## src/rtl/core/mlqs_pkg.sv

```systemverilog
// Package for the multilevel queue scheduler: sizes, status codes, table entry
// type and the class ordering function. No dependencies.
package mlqs_pkg;

    localparam int SLOTS     = 32;
    localparam int SLOT_BITS = $clog2(SLOTS);
    localparam int TIME_BITS = 16;
    localparam int CLASSES   = 5;

    localparam logic [TIME_BITS-1:0] TIME_MAX = {TIME_BITS{1'b1}};

    typedef enum logic [2:0] {
        ST_LOADED   = 3'd0,
        ST_REJECTED = 3'd1,
        ST_SCHED    = 3'd2,
        ST_IDLE     = 3'd3,
        ST_ALL_DONE = 3'd4
    } status_t;

    typedef enum logic [2:0] {
        CL_SYS = 3'd0,
        CL_IP  = 3'd1,
        CL_IEP = 3'd2,
        CL_BP  = 3'd3,
        CL_SP  = 3'd4
    } pclass_t;

    localparam logic [0:0] REG_QUANTUM = 1'b0;
    localparam logic [0:0] REG_PCOUNT  = 1'b1;

    typedef struct packed {
        logic [2:0]           pclass;
        logic [TIME_BITS-1:0] arrival;
        logic [7:0]           priority_key;
        logic [15:0]          orig_burst;
        logic [15:0]          remaining;
    } entry_t;

    typedef enum logic [2:0] {
        S_IDLE,
        S_LOAD,
        S_SCAN,
        S_PICK,
        S_UPDATE,
        S_OUT
    } state_t;

    // True when a beats b under the ordering of class c; equal keys never win.
    function automatic logic better(input logic [2:0] c, input entry_t a, input entry_t b);
        logic r;
        begin
            r = 1'b0;
            if (c == CL_SYS) begin
                if (a.priority_key != b.priority_key) r = a.priority_key < b.priority_key;
                else r = a.arrival < b.arrival;
            end
            else if (c == CL_IP || c == CL_IEP) begin
                r = a.arrival < b.arrival;
            end
            else begin
                if (a.orig_burst != b.orig_burst) r = a.orig_burst < b.orig_burst;
                else r = a.arrival < b.arrival;
            end
            return r;
        end
    endfunction

endpackage

```

## src/rtl/core/mlqs_table.sv

```systemverilog
// Process table memory for the multilevel queue scheduler: one write port and
// one registered read port, plus per-slot valid bits. Uses mlqs_pkg.
module mlqs_table
    import mlqs_pkg::*;
(
    input  logic                 clk,
    input  logic                 rst_n,
    input  logic                 wr_en,
    input  logic                 wr_set_valid,
    input  logic [SLOT_BITS-1:0] wr_addr,
    input  entry_t               wr_data,
    input  logic [SLOT_BITS-1:0] rd_addr,
    output entry_t               rd_data,
    output logic                 rd_valid,
    input  logic [SLOT_BITS-1:0] chk_addr,
    output logic                 chk_valid
);

    entry_t            mem [SLOTS];
    logic [SLOTS-1:0]  valid_reg;

    always_ff @(posedge clk)
    begin
        if (wr_en) mem[wr_addr] <= wr_data;
        rd_data <= mem[rd_addr];
    end

    always_ff @(posedge clk or negedge rst_n)
    begin
        if (!rst_n) begin
            valid_reg <= '0;
            rd_valid  <= 1'b0;
        end
        else begin
            if (wr_en && wr_set_valid) valid_reg[wr_addr] <= 1'b1;
            rd_valid <= valid_reg[rd_addr];
        end
    end

    assign chk_valid = valid_reg[chk_addr];

endmodule

```

## src/rtl/core/multilevel_queue_scheduler.sv

```systemverilog
// Top level of the multilevel queue scheduler. Holds the sequencer, the scan
// over the process table and the result register. Uses mlqs_pkg, mlqs_table.
//
// Usage: one input channel (in_valid/in_ready) carries items of mode, slot,
// process_class, arrival_tick, burst and priority_req. Mode 0 loads a process
// into a table slot, mode 1 advances one time tick. Each input item yields
// exactly one result item on the output channel (out_valid/out_ready) with
// status, run_slot, completed and the completion, turnaround and waiting times.
// Configuration (quantum, process_count) is written through cfg_we, cfg_index
// and cfg_data. The user must write it only while the block is idle; the block
// itself does not enforce this. The load step checks a load, writes it if it is
// accepted and registers its result. A tick reads all 32 slots one a cycle
// through the table's single read port, keeping for every class the best
// eligible slot; the pick step then picks the class and the update step writes
// back the winner's remaining burst and registers a scheduled result. With no
// eligible slot the pick step registers an idle or all done result instead. One
// item is in work at a time and the next is accepted the cycle after the result
// is taken. A stalled receiver holds the result and blocks input.
// Reset clears all slots to invalid, time to 0, class to system, the quantum
// count to 1, the completion count to 0, quantum to 4 and process_count to 0.
module multilevel_queue_scheduler
    import mlqs_pkg::*;
(
    input  logic                 clk,
    input  logic                 rst_n,
    input  logic                 in_valid,
    output logic                 in_ready,
    input  logic                 mode,
    input  logic [4:0]           slot,
    input  logic [2:0]           process_class,
    input  logic [15:0]          arrival_tick,
    input  logic [15:0]          burst,
    input  logic [7:0]           priority_req,
    output logic                 out_valid,
    input  logic                 out_ready,
    output logic [2:0]           status,
    output logic [4:0]           run_slot,
    output logic                 completed,
    output logic [15:0]          finish_tick,
    output logic [15:0]          turnaround,
    output logic [15:0]          waiting,
    input  logic                 cfg_we,
    input  logic [0:0]           cfg_index,
    input  logic [7:0]           cfg_data
);

    state_t state_reg, state_next;

    // Configuration.
    logic [7:0] quantum_reg;
    logic [5:0] pcount_reg;

    // Scheduler state.
    logic [TIME_BITS-1:0] time_reg;
    logic [2:0]           class_reg;
    logic [8:0]           qused_reg;
    logic [15:0]          ctotal_reg;

    // Captured input item.
    logic [SLOT_BITS-1:0] slot_reg;
    entry_t               item_reg;

    // Scan control and per-class best.
    logic [SLOT_BITS:0]   rd_cnt_reg;
    logic                 scan_v_reg;
    logic [SLOT_BITS-1:0] scan_addr_reg;
    logic [CLASSES-1:0]   found_reg;
    logic [SLOT_BITS-1:0] best_slot_reg [CLASSES];
    entry_t               best_reg [CLASSES];

    // Chosen winner.
    logic [SLOT_BITS-1:0] win_slot_reg;
    entry_t               win_reg;
    logic [2:0]           win_class_reg;

    // Output register.
    logic [2:0]  o_status_reg;
    logic [4:0]  o_slot_reg;
    logic        o_comp_reg;
    logic [15:0] o_ct_reg, o_tat_reg, o_wt_reg;
    logic        out_valid_reg;

    // Table ports.
    logic                 wr_en, wr_set_valid;
    logic [SLOT_BITS-1:0] wr_addr;
    entry_t               wr_data, rd_data;
    logic [SLOT_BITS-1:0] rd_addr;
    logic                 rd_valid, chk_valid;

    mlqs_table u_table (
        .clk          (clk),
        .rst_n        (rst_n),
        .wr_en        (wr_en),
        .wr_set_valid (wr_set_valid),
        .wr_addr      (wr_addr),
        .wr_data      (wr_data),
        .rd_addr      (rd_addr),
        .rd_data      (rd_data),
        .rd_valid     (rd_valid),
        .chk_addr     (slot_reg),
        .chk_valid    (chk_valid)
    );

    assign in_ready  = (state_reg == S_IDLE) && !out_valid_reg;
    assign out_valid = out_valid_reg;
    assign status          = o_status_reg;
    assign run_slot        = o_slot_reg;
    assign completed       = o_comp_reg;
    assign finish_tick     = o_ct_reg;
    assign turnaround      = o_tat_reg;
    assign waiting         = o_wt_reg;

    assign rd_addr = rd_cnt_reg[SLOT_BITS-1:0];

    // Rotation at the start of the tick, applied when the item is captured.
    logic [2:0] cls_rot;
    logic [8:0] qu_rot;
    always_comb
    begin
        cls_rot = class_reg;
        qu_rot  = qused_reg;
        if (qused_reg > {1'b0, quantum_reg}) begin
            qu_rot  = 9'd1;
            cls_rot = (class_reg == 3'(CLASSES - 1)) ? 3'd0 : class_reg + 3'd1;
        end
    end

    // Eligibility of the entry read in the previous cycle.
    logic rd_elig;
    assign rd_elig = scan_v_reg && rd_valid && (rd_data.remaining != 16'd0)
                     && (rd_data.arrival <= time_reg);

    // Class selection: first class at or after the current one with a candidate.
    logic [2:0] sel_class;
    logic       sel_skip;
    always_comb
    begin
        logic [3:0] sum;
        logic [2:0] c;
        sel_class = class_reg;
        sel_skip  = 1'b0;
        for (int k = CLASSES - 1; k >= 0; k--) begin
            sum = {1'b0, class_reg} + 4'(k);
            c   = (sum >= 4'(CLASSES)) ? 3'(sum - 4'(CLASSES)) : sum[2:0];
            if (found_reg[c]) begin
                sel_class = c;
                sel_skip  = (k != 0);
            end
        end
    end

    // Completion arithmetic on the winner after the decrement.
    logic [TIME_BITS-1:0] ct;
    logic [TIME_BITS-1:0] tat;
    logic [TIME_BITS:0]   wt_diff;
    logic [15:0]          rem_dec;
    assign rem_dec = win_reg.remaining - 16'd1;
    assign ct      = (time_reg < TIME_MAX) ? time_reg + 1'b1 : TIME_MAX;
    assign tat     = ct - win_reg.arrival;
    assign wt_diff = {1'b0, tat} - {1'b0, win_reg.orig_burst};

    always_comb
    begin
        state_next   = state_reg;
        wr_en        = 1'b0;
        wr_set_valid = 1'b0;
        wr_addr      = slot_reg;
        wr_data      = item_reg;
        unique case (state_reg)
            S_IDLE:   if (in_valid && in_ready) state_next = mode ? S_SCAN : S_LOAD;
            S_LOAD:   begin
                state_next = S_OUT;
                if (!(item_reg.pclass >= 3'(CLASSES) || item_reg.orig_burst == 16'd0
                      || chk_valid)) begin
                    wr_en        = 1'b1;
                    wr_set_valid = 1'b1;
                end
            end
            S_SCAN:   if (rd_cnt_reg == (SLOT_BITS+1)'(SLOTS) && !scan_v_reg)
                          state_next = S_PICK;
            S_PICK:   state_next = (found_reg != '0) ? S_UPDATE : S_OUT;
            S_UPDATE: begin
                state_next = S_OUT;
                wr_en      = 1'b1;
                wr_addr    = win_slot_reg;
                wr_data    = win_reg;
                wr_data.remaining = rem_dec;
            end
            S_OUT:    state_next = S_IDLE;
            default:  state_next = S_IDLE;
        endcase
    end

    always_ff @(posedge clk or negedge rst_n)
    begin
        if (!rst_n) begin
            state_reg     <= S_IDLE;
            quantum_reg   <= 8'd4;
            pcount_reg    <= 6'd0;
            time_reg      <= '0;
            class_reg     <= 3'd0;
            qused_reg     <= 9'd1;
            ctotal_reg    <= 16'd0;
            rd_cnt_reg    <= '0;
            scan_v_reg    <= 1'b0;
            found_reg     <= '0;
            out_valid_reg <= 1'b0;
        end
        else begin
            state_reg <= state_next;
            if (cfg_we) begin
                if (cfg_index == REG_QUANTUM) quantum_reg <= cfg_data;
                else pcount_reg <= cfg_data[5:0];
            end
            if (out_valid_reg && out_ready) out_valid_reg <= 1'b0;
            unique case (state_reg)
                S_IDLE: begin
                    if (in_valid && in_ready && mode) begin
                        class_reg  <= cls_rot;
                        qused_reg  <= qu_rot;
                        rd_cnt_reg <= '0;
                        scan_v_reg <= 1'b0;
                        found_reg  <= '0;
                    end
                end
                S_LOAD: begin
                    out_valid_reg <= 1'b1;
                end
                S_SCAN: begin
                    if (rd_cnt_reg != (SLOT_BITS+1)'(SLOTS)) begin
                        rd_cnt_reg    <= rd_cnt_reg + 1'b1;
                        scan_v_reg    <= 1'b1;
                        scan_addr_reg <= rd_addr;
                    end
                    else begin
                        scan_v_reg <= 1'b0;
                    end
                    if (rd_elig && rd_data.pclass < 3'(CLASSES)) begin
                        if (!found_reg[rd_data.pclass] ||
                            better(rd_data.pclass, rd_data, best_reg[rd_data.pclass])) begin
                            found_reg[rd_data.pclass] <= 1'b1;
                        end
                    end
                end
                S_PICK: begin
                    if (found_reg == '0) begin
                        out_valid_reg <= 1'b1;
                        if (ctotal_reg != {10'd0, pcount_reg}) begin
                            if (time_reg < TIME_MAX) time_reg <= time_reg + 1'b1;
                        end
                    end
                    else begin
                        class_reg <= sel_class;
                        if (sel_skip) qused_reg <= 9'd1;
                    end
                end
                S_UPDATE: begin
                    out_valid_reg <= 1'b1;
                    if (rem_dec == 16'd0 && ctotal_reg != 16'hFFFF)
                        ctotal_reg <= ctotal_reg + 16'd1;
                    if (qused_reg < 9'd256) qused_reg <= qused_reg + 9'd1;
                    if (time_reg < TIME_MAX) time_reg <= time_reg + 1'b1;
                end
                S_OUT: ;
                default: ;
            endcase
        end
    end

    // Payload registers.
    always_ff @(posedge clk)
    begin
        if (state_reg == S_IDLE && in_valid && in_ready) begin
            slot_reg              <= slot;
            item_reg.pclass       <= process_class;
            item_reg.arrival      <= arrival_tick;
            item_reg.priority_key <= priority_req;
            item_reg.orig_burst   <= burst;
            item_reg.remaining    <= burst;
        end
        if (state_reg == S_SCAN && rd_elig && rd_data.pclass < 3'(CLASSES)) begin
            if (!found_reg[rd_data.pclass] ||
                better(rd_data.pclass, rd_data, best_reg[rd_data.pclass])) begin
                best_reg[rd_data.pclass]      <= rd_data;
                best_slot_reg[rd_data.pclass] <= scan_addr_reg;
            end
        end
        if (state_reg == S_PICK) begin
            win_class_reg <= sel_class;
            win_slot_reg  <= best_slot_reg[sel_class];
            win_reg       <= best_reg[sel_class];
        end
        if (state_reg == S_LOAD) begin
            o_status_reg <= (item_reg.pclass >= 3'(CLASSES) || item_reg.orig_burst == 16'd0
                             || chk_valid) ? ST_REJECTED : ST_LOADED;
            o_slot_reg <= '0;
            o_comp_reg <= 1'b0;
            o_ct_reg   <= '0;
            o_tat_reg  <= '0;
            o_wt_reg   <= '0;
        end
        if (state_reg == S_PICK && found_reg == '0) begin
            o_status_reg <= (ctotal_reg == {10'd0, pcount_reg}) ? ST_ALL_DONE : ST_IDLE;
            o_slot_reg <= '0;
            o_comp_reg <= 1'b0;
            o_ct_reg   <= '0;
            o_tat_reg  <= '0;
            o_wt_reg   <= '0;
        end
        if (state_reg == S_UPDATE) begin
            o_status_reg <= ST_SCHED;
            o_slot_reg   <= 5'(win_slot_reg);
            o_comp_reg   <= (rem_dec == 16'd0);
            o_ct_reg     <= (rem_dec == 16'd0) ? 16'(ct) : 16'd0;
            o_tat_reg    <= (rem_dec == 16'd0) ? 16'(tat) : 16'd0;
            o_wt_reg     <= (rem_dec == 16'd0 && !wt_diff[TIME_BITS])
                            ? 16'(wt_diff[TIME_BITS-1:0]) : 16'd0;
        end
    end

`ifndef SYNTH
    // A new item is never accepted while a result is pending.
    assert property (@(posedge clk) disable iff (!rst_n)
        (in_valid && in_ready) |-> !out_valid)
        else $error("item accepted while result pending");
    // The winner's class matches the selected class when it is written back.
    assert property (@(posedge clk) disable iff (!rst_n)
        (state_reg == S_UPDATE) |-> (win_class_reg == class_reg))
        else $error("winner class mismatch");
    // Time never goes backward.
    assert property (@(posedge clk) disable iff (!rst_n)
        1'b1 |=> (time_reg >= $past(time_reg)))
        else $error("time moved backward");
    // A scheduled result always comes from the update step.
    assert property (@(posedge clk) disable iff (!rst_n)
        $rose(out_valid) && (status == ST_SCHED) |-> $past(state_reg == S_UPDATE))
        else $error("scheduled result without update");
`endif

endmodule

```

## config.mk

```make
export PLATFORM = sky130hd
export DESIGN_NAME = multilevel_queue_scheduler
export DESIGN_NICKNAME = d
export VERILOG_FILES = /design/src/rtl/core/mlqs_pkg.sv /design/src/rtl/core/mlqs_table.sv /design/src/rtl/core/multilevel_queue_scheduler.sv
export SDC_FILE = /design/constraint.sdc
export NUM_CORES = 2
export LEC_CHECK = 0
export BUFFER_PORTS_ARGS = -buffer_cell sky130_fd_sc_hd__buf_2
export CORE_ASPECT_RATIO = 2
export CORE_UTILIZATION = 68
export DETAILED_ROUTE_END_ITERATION = 12
export PLACE_DENSITY = 0.82
export SETUP_SLACK_MARGIN = 0.2
export SLEW_MARGIN = 30
export SYNTH_ARGS = -nofsm -noshare
export SYNTH_HDL_FRONTEND = slang
export SYNTH_HIERARCHICAL = 1
export SYNTH_SLANG_ARGS = --single-unit
```

## constraint.sdc

```tcl
create_clock -name clk -period 35.1 [get_ports clk]
set_input_delay 7.02 -clock clk [delete_from_list [all_inputs] [get_ports clk]]
set_output_delay 7.02 -clock clk [all_outputs]
set_load 0.005 [all_outputs]
```

# ---- After elaboration in Yosys (flattened, before gate mapping)
# Memory sizes are Yosys's and may differ from the RTL's. A register that Yosys moved wholly into a read port is not among the register bits.
# Cells that the tools add are included.
dict set report totals {
  register_bits 217
  mem_bits_rw 2208
  input_bits 63
  out_inout_bits 59
  wordCells 256
  memories 3
}
dict set report classes {
  n_addsub 17
  n_lt_le_gt_ge 25
  n_eq_ne 26
  muxes 104
  bitwise_logic 3
  n_reduce_logical 53
}
# name words word_bits rd rd_clocked_by_memory_dff write_ports line
set memory_table {}
lappend memory_table {u_table.mem 32 59 1 1 1 mlqs_table.sv:19} ;# entry_t mem [SLOTS];
lappend memory_table {best_reg 5 59 2 1 1 multilevel_queue_scheduler.sv:69} ;# entry_t best_reg [CLASSES];
lappend memory_table {best_slot_reg 5 5 1 1 1 multilevel_queue_scheduler.sv:68} ;# logic [SLOT_BITS-1:0] best_slot_reg [CLASSES];
# cell n
set op_table {}
lappend op_table {{$mux W16} 12}
lappend op_table {{$mux W59} 1}
lappend op_table {{$mux W3} 19}
lappend op_table {{$mux W9} 5}
lappend op_table {{$mux W1} 38}
lappend op_table {{$mux W5} 7}
lappend op_table {{$add A16 B1 Y16 const B} 2}
lappend op_table {{$logic_not A16 Y1} 2}
lappend op_table {{$lt A16 B16 Y1} 2}
lappend op_table {{$or A32 B32 Y32} 1}
lappend op_table {{$pmux W16 S2} 1}
lappend op_table {{$pmux W9 S3} 1}
lappend op_table {{$lt A3 B4 Y1 const B} 6}
lappend op_table {{$logic_and A1 B1 Y1} 19}
lappend op_table {{$bmux W1 S3} 6}
lappend op_table {{$lt A5 B6 Y1 const B} 3}
lappend op_table {{$ne A2 B2 Y1 const B} 9}
lappend op_table {{$sub A16 B16 Y17} 1}
lappend op_table {{$eq A16 B6 Y1} 1}
lappend op_table {{$ge A4 B3 Y1 const B} 4}
lappend op_table {{$le A16 B16 Y1} 1}
lappend op_table {{$lt A16 B16 Y1 const B} 1}
lappend op_table {{$ne A16 B16 Y1} 1}
lappend op_table {{$ne A16 B16 Y1 const B} 1}
lappend op_table {{49 further kinds} 84}

# ---- Depth between registers and ports, before layout
dict set report depth {
  depth_word 13
  ltp_mapped 26
  depth_no_buf 25
}

# ---- By module
# The synthesis kept the hierarchy.
# mod instances cells_per_inst area_per_inst_um2 seq_area_each_um2
set modules_own_cells {}
lappend modules_own_cells {mlqs_table 1 4284 76340.7 58701.3}
lappend modules_own_cells {multilevel_queue_scheduler 1 2169 28168.3 16658.5}

# ---- Worst setup path before layout
# No wires, ideal clock.
dict set report synth_timing {
  path_kind {reg2reg}
  from {register, netlist name u_table/rd_data[57]}
  to {memory best_reg[4][0] (netlist name), enable pin}
  setup_time_ns 0.832
  t_arrival_ns 13.560
  required_time_ns 34.268
  path_slack_ns 20.707
  path_stages_with_launch 14
  n_path_buf 2
  period_less_slack_ns 14.393
  path_cell_list {dfxtp_1 -> clkbuf_1 -> buf_1 -> mux4_2 -> mux2i_1 -> ha_1 -> nand4_1 -> nor3_1 -> a41oi_1 -> a2111oi_0 -> o221ai_1 -> a21oi_1 -> a221oi_1 -> a2111oi_0}
}
dict set report synth_between {
  elab_chain_cells 10
  word_cells_on_any_way 24
  classes_between {order compare (4); eq/ne (4); mux (10); reduce/logical (5); memory (1)}
}
# element line
set synth_lines {}
lappend synth_lines {{$mem_v2 Z5 W59} --}
lappend synth_lines {{$lt A16 B16 Y1 (tied with other cells)} {mlqs_pkg.sv:55, mlqs_pkg.sv:58, mlqs_pkg.sv:62}}
lappend synth_lines {{$mux W1} mlqs_pkg.sv:61} ;# if (a.orig_burst != b.orig_burst) r = a.orig_burst < b.orig_burst;
lappend synth_lines {{$mux W1} mlqs_pkg.sv:57} ;# else if (c == CL_IP || c == CL_IEP) begin
lappend synth_lines {{$mux W1} mlqs_pkg.sv:53} ;# if (c == CL_SYS) begin
lappend synth_lines {{$mux W1} multilevel_queue_scheduler.sv:281} ;# if (state_reg == S_SCAN && rd_elig && rd_data.pclass < 3'(CLASSES)) begin
lappend synth_lines {{$logic_or A1 B1 Y1} multilevel_queue_scheduler.sv:282} ;# if (!found_reg[rd_data.pclass] ||
lappend synth_lines {{$mux W1} multilevel_queue_scheduler.sv:282}
lappend synth_lines {{$mux W1} multilevel_queue_scheduler.sv:281}
lappend synth_lines {{$mux W1 (implied by the code)} multilevel_queue_scheduler.sv:284} ;# best_reg[rd_data.pclass] <= rd_data;
lappend synth_lines {{end, declared} multilevel_queue_scheduler.sv:69}
# Several ways; a longest one is shown, not always the timed one. The select of a mux whose other input is x is not followed.

# ---- Worst setup path in the final report
dict set report layout_timing {
  from {register state_reg[2]}
  to {output port in_ready}
}
dict set report layout_between {
  elab_chain_cells 2
}
# element line
set layout_lines {}
lappend layout_lines {{start, declared} multilevel_queue_scheduler.sv:47} ;# state_t state_reg, state_next;
lappend layout_lines {{start signal, assigned} multilevel_queue_scheduler.sv:210} ;# state_reg <= state_next;
lappend layout_lines {{$logic_not A3 Y1} multilevel_queue_scheduler.sv:104} ;# assign in_ready = (state_reg == S_IDLE) && !out_valid_reg;
lappend layout_lines {{$logic_and A1 B1 Y1} multilevel_queue_scheduler.sv:104}
lappend layout_lines {{end, declared} multilevel_queue_scheduler.sv:27} ;# output logic in_ready,
# Every way passes these cells.

==> impl_results.md <==
* Setup bufs post-CTS at 0
* Peak Freq at 109 MHz
* Final min period at 9.18 ns
* Fraction of layout cells with a size suffix above 1 at 0.122
* Later-pin clock latency in the skew report at 0.84 ns
* Final Hold Vio Count at 0
* Data required, critical path at 28.08 ns
* Worst slew pin tran at 1.14 ns
* Height of the die at 556 um
* DRC at 0
* Final worst-path cycle share at 0.262
* Core region area at 153000 um^2
* Detail Placement HPWL at 153000 um
* Crit path DAT at 2.16 ns
* Fraction of synthesized cell area in xor and xnor cells at 0.00704
* Synth warn at 6
* Vias in the first global route at 60500
* DR WL/cell at 30.7 um
* Mean post-synth cell area at 16.2 um^2
* Die area at 155000 um^2
* Relative slew slack at 0.243
* Clk root buf: clkbuf_16
* Leakage at 0.0381 uW
* Main flop type after synthesis: edfxtp_1
* Cells after Synth at 6453
* Max FFs per register at 1888
* Cts hold-fix bufs at 0
* DP Worst Slack at 25.41 ns
* Final TNS setup at 0 ns
* Startpoint Class: register
* Synth top area cells: edfxtp_1, mux2i_1, dfrtp_1
* Register area share after synthesis at 0.721
* Largest family of logic cells by synthesized area: multiplexers
* Yosys top cell area share at 0.684
* Die width at 279 um
* Clk_skew at 0.0557 ns
* Complex-gate fraction of the synthesized area at 0.0599
* DRT iter0 DRCs at 7374
* Core Util, Final at 0.750
* CP max FO at 14
* Critical Path End Type: output port
* Simple-Gate Fraction of Synth Area at 0.0464
* Syn Nets at 6628
* Hold Path Class: reg2reg
* Seq cells post-synth at 2548
* H-tree depth at 4
* Setup violators final at 0
* Multiplexer area fraction after synthesis at 0.128
* Asr flop ratio synth at 0.0420
* Kind of critical path: reg2out
* Rows at 203
* RePlAce Congestion at 0.968
* Final Worst Setup Slack at 25.92 ns
* CTS tree: built
* I/O pin count at 122
* Power density cells at 78.9 nW/um^2
* Initial antenna violation count at 13
* Fin. max-slew vios at 0
* IO Port Bufs at 121
* First-pass GRT wire length at 386000 um
* Via-per-instance ratio at 6.83
* WL final at 270000 um
* Starting density of the core at 0.685
* CTS clk-pin slew, worst paths at 0.07 ns
* CP max stage delay at 0.55 ns
* Nets at 6752
* TritonCTS Buffers at 209
* Routed Antenna Nets at 0
* Peak supply drop at 68.9 uV
* Via count at 60100
* Post-CTS resize count at 0
* Grt ovf at 0
* Outcome: finished clean
* Bufs on Longest Clock Path at 4
* Area growth, synth to finish at 9.49%
* Largest net degree at the start of global routing at 135
* Unique masters post-synth at 90
* Clock Sinks at 2548
* Pre-antenna DRT Iters at 9
* Synthesized area at 105000 um^2
* Post-Synth Adder-Cell Area at 0.0137
* All-Layer GR Usage at 0.346
* RSZ-0062 raised after global routing: false
* CP cell instances: or3_1 -> nor2_1 -> buf_2
* Cell accounting for the most synthesized area: edfxtp_1
* Slowest CP cell: dfrtp_1
* Max_cap viols at 0
* EDFF count, synth at 2379
## cells in the mapped netlist, types with 6 or more instances
library cell     n
a311oi_1         6
or3_1           11
nand3_1        222
a22oi_1        184
a21o_1          22
a22o_1         124
dfrtp_1        105
o21a_1          18
o21ai_1         58
or2_2            6
a31oi_1         70
o21bai_1        33
nor3_1          88
nor2b_1         17
o211ai_1        12
buf_2           67
inv_1           92
o31ai_1          6
edfxtp_1      2379
nand4_1         24
mux2_2          76
mux4_2          44
buf_1           15
nand3b_1        10
clkbuf_1       138
nor2_1         130
o21ai_0        115
xor2_1          19
xnor2_1         65
buf_4           70
buf_6           60
ha_1           109
dfxtp_1         62
mux2i_1       1154
nand2_1        417
a21oi_1        245
and2_1          26
and3_1          24
nor4_1          17
nand2b_1        22
## worst paths after layout
check,from,to,slack (ns),cells past startpoint
setup / recovery,state_reg[2]$_DFFE_PN0P_,in_ready,25.92,3
hold / removal,status[1]$_SDFFE_PP1P_,status[1]$_SDFFE_PP1P_,0.46,1
setup reg to reg,time_reg[0]$_DFFE_PN0P_,waiting[6]$_SDFFCE_PN0P_,28.47,27
hold reg to reg,status[1]$_SDFFE_PP1P_,status[1]$_SDFFE_PP1P_,0.46,1
max in group asynchronous,rst_n,rd_cnt_reg[0]$_DFFE_PN0P_,27.49,2
min in group asynchronous,rst_n,time_reg[1]$_DFFE_PN0P_,6.24,1
## critical path, delay by kind of cell (launching register included)
| family | cells | cell delay, ns |
|---|---|---|
| AND/OR/NAND/NOR | 2 | 0.66 |
| flip-flops | 1 | 0.55 |
| buffers and inverters | 1 | 0.14 |
## cell families after synthesis
group / after synthesis
buffers and inverters: 444
and+or+nand+nor: 1040
DFF: 2548
AOI/OAI and AO/OA: 950
xor gates and xnor gates: 84
muxes: 1274
adders and majority gates: 113
## per-stage QoR
step / area, um^2 / hold slack (ns) / total power (uW) / cells
final: 114000 / 0.458 / 9030 / 8797
after global routing: 114000 / 0.483 / 9300 / 8793
after CTS: 114000 / 0.458 / 8970 / 8789
after detailed placement: 107000 / 0.443 / 6660 / 8413
after global placement: 107000 / 0.435 / 6550 / 8411
after floorplan: 105000 / 0.451 / 5880 / 6453
## where the power goes
part,switching [uW],internal [uW]
sequential,163,3940
clock,1050,1300
combinational,1680,907
## metal layers
metal  share of wire  wire (um)  vias to the layer above  track usage
li1                -          -                    25300            -
met3           0.096      25900                     1031       0.0494
met5         0.00024         64                        -            0
met4           0.079      21300                        8        0.243
met2            0.50     136000                     3872        0.595
met1            0.32      86700                    29900        0.400
## final cells by class
cell class                 count  area [um^2]
antenna                        5         12.5
clock buffer                 268         5700
clock inverter               108         1120
fill                        8475        38200
inverter                      93          350
multi-input combinational   3461        27400
sequential                  2548        75400
tap                         2050         2560
timing repair buffer         264         1870
## layout by cell type (no fill, tap or decap), types with 19 or more instances in the layout
master     netlist  routed
mux2i_1       1154    1154
nand2b_1        22      20
clkbuf_16        0     213
mux4_2          44      44
o21ai_0        115      71
a31oi_1         70      69
dfrtp_1        105     104
a22oi_1        184     184
inv_1           92      91
o21ai_1         58      60
nand3_1        222     222
buf_2           67     120
xnor2_1         65      65
a21oi_1        245     245
nor2_4           0      34
a21o_1          22      22
xor2_1          19      19
o21bai_1        33      33
o21ai_4          0      29
bufinv_16        0      20
nand4_1         24      24
and3_1          24      21
mux2_2          76      76
ha_1           109     109
nor3_1          88      88
and2_1          26      23
clkinv_2         0      31
nand2_1        417     404
dfxtp_1         62      59
clkinv_1         1      29
a22o_1         124     124
buf_4           70     124
edfxtp_1      2379    2379
clkbuf_1       138      39
nor2_1         130      97
(Power assumes the default switching activity.)
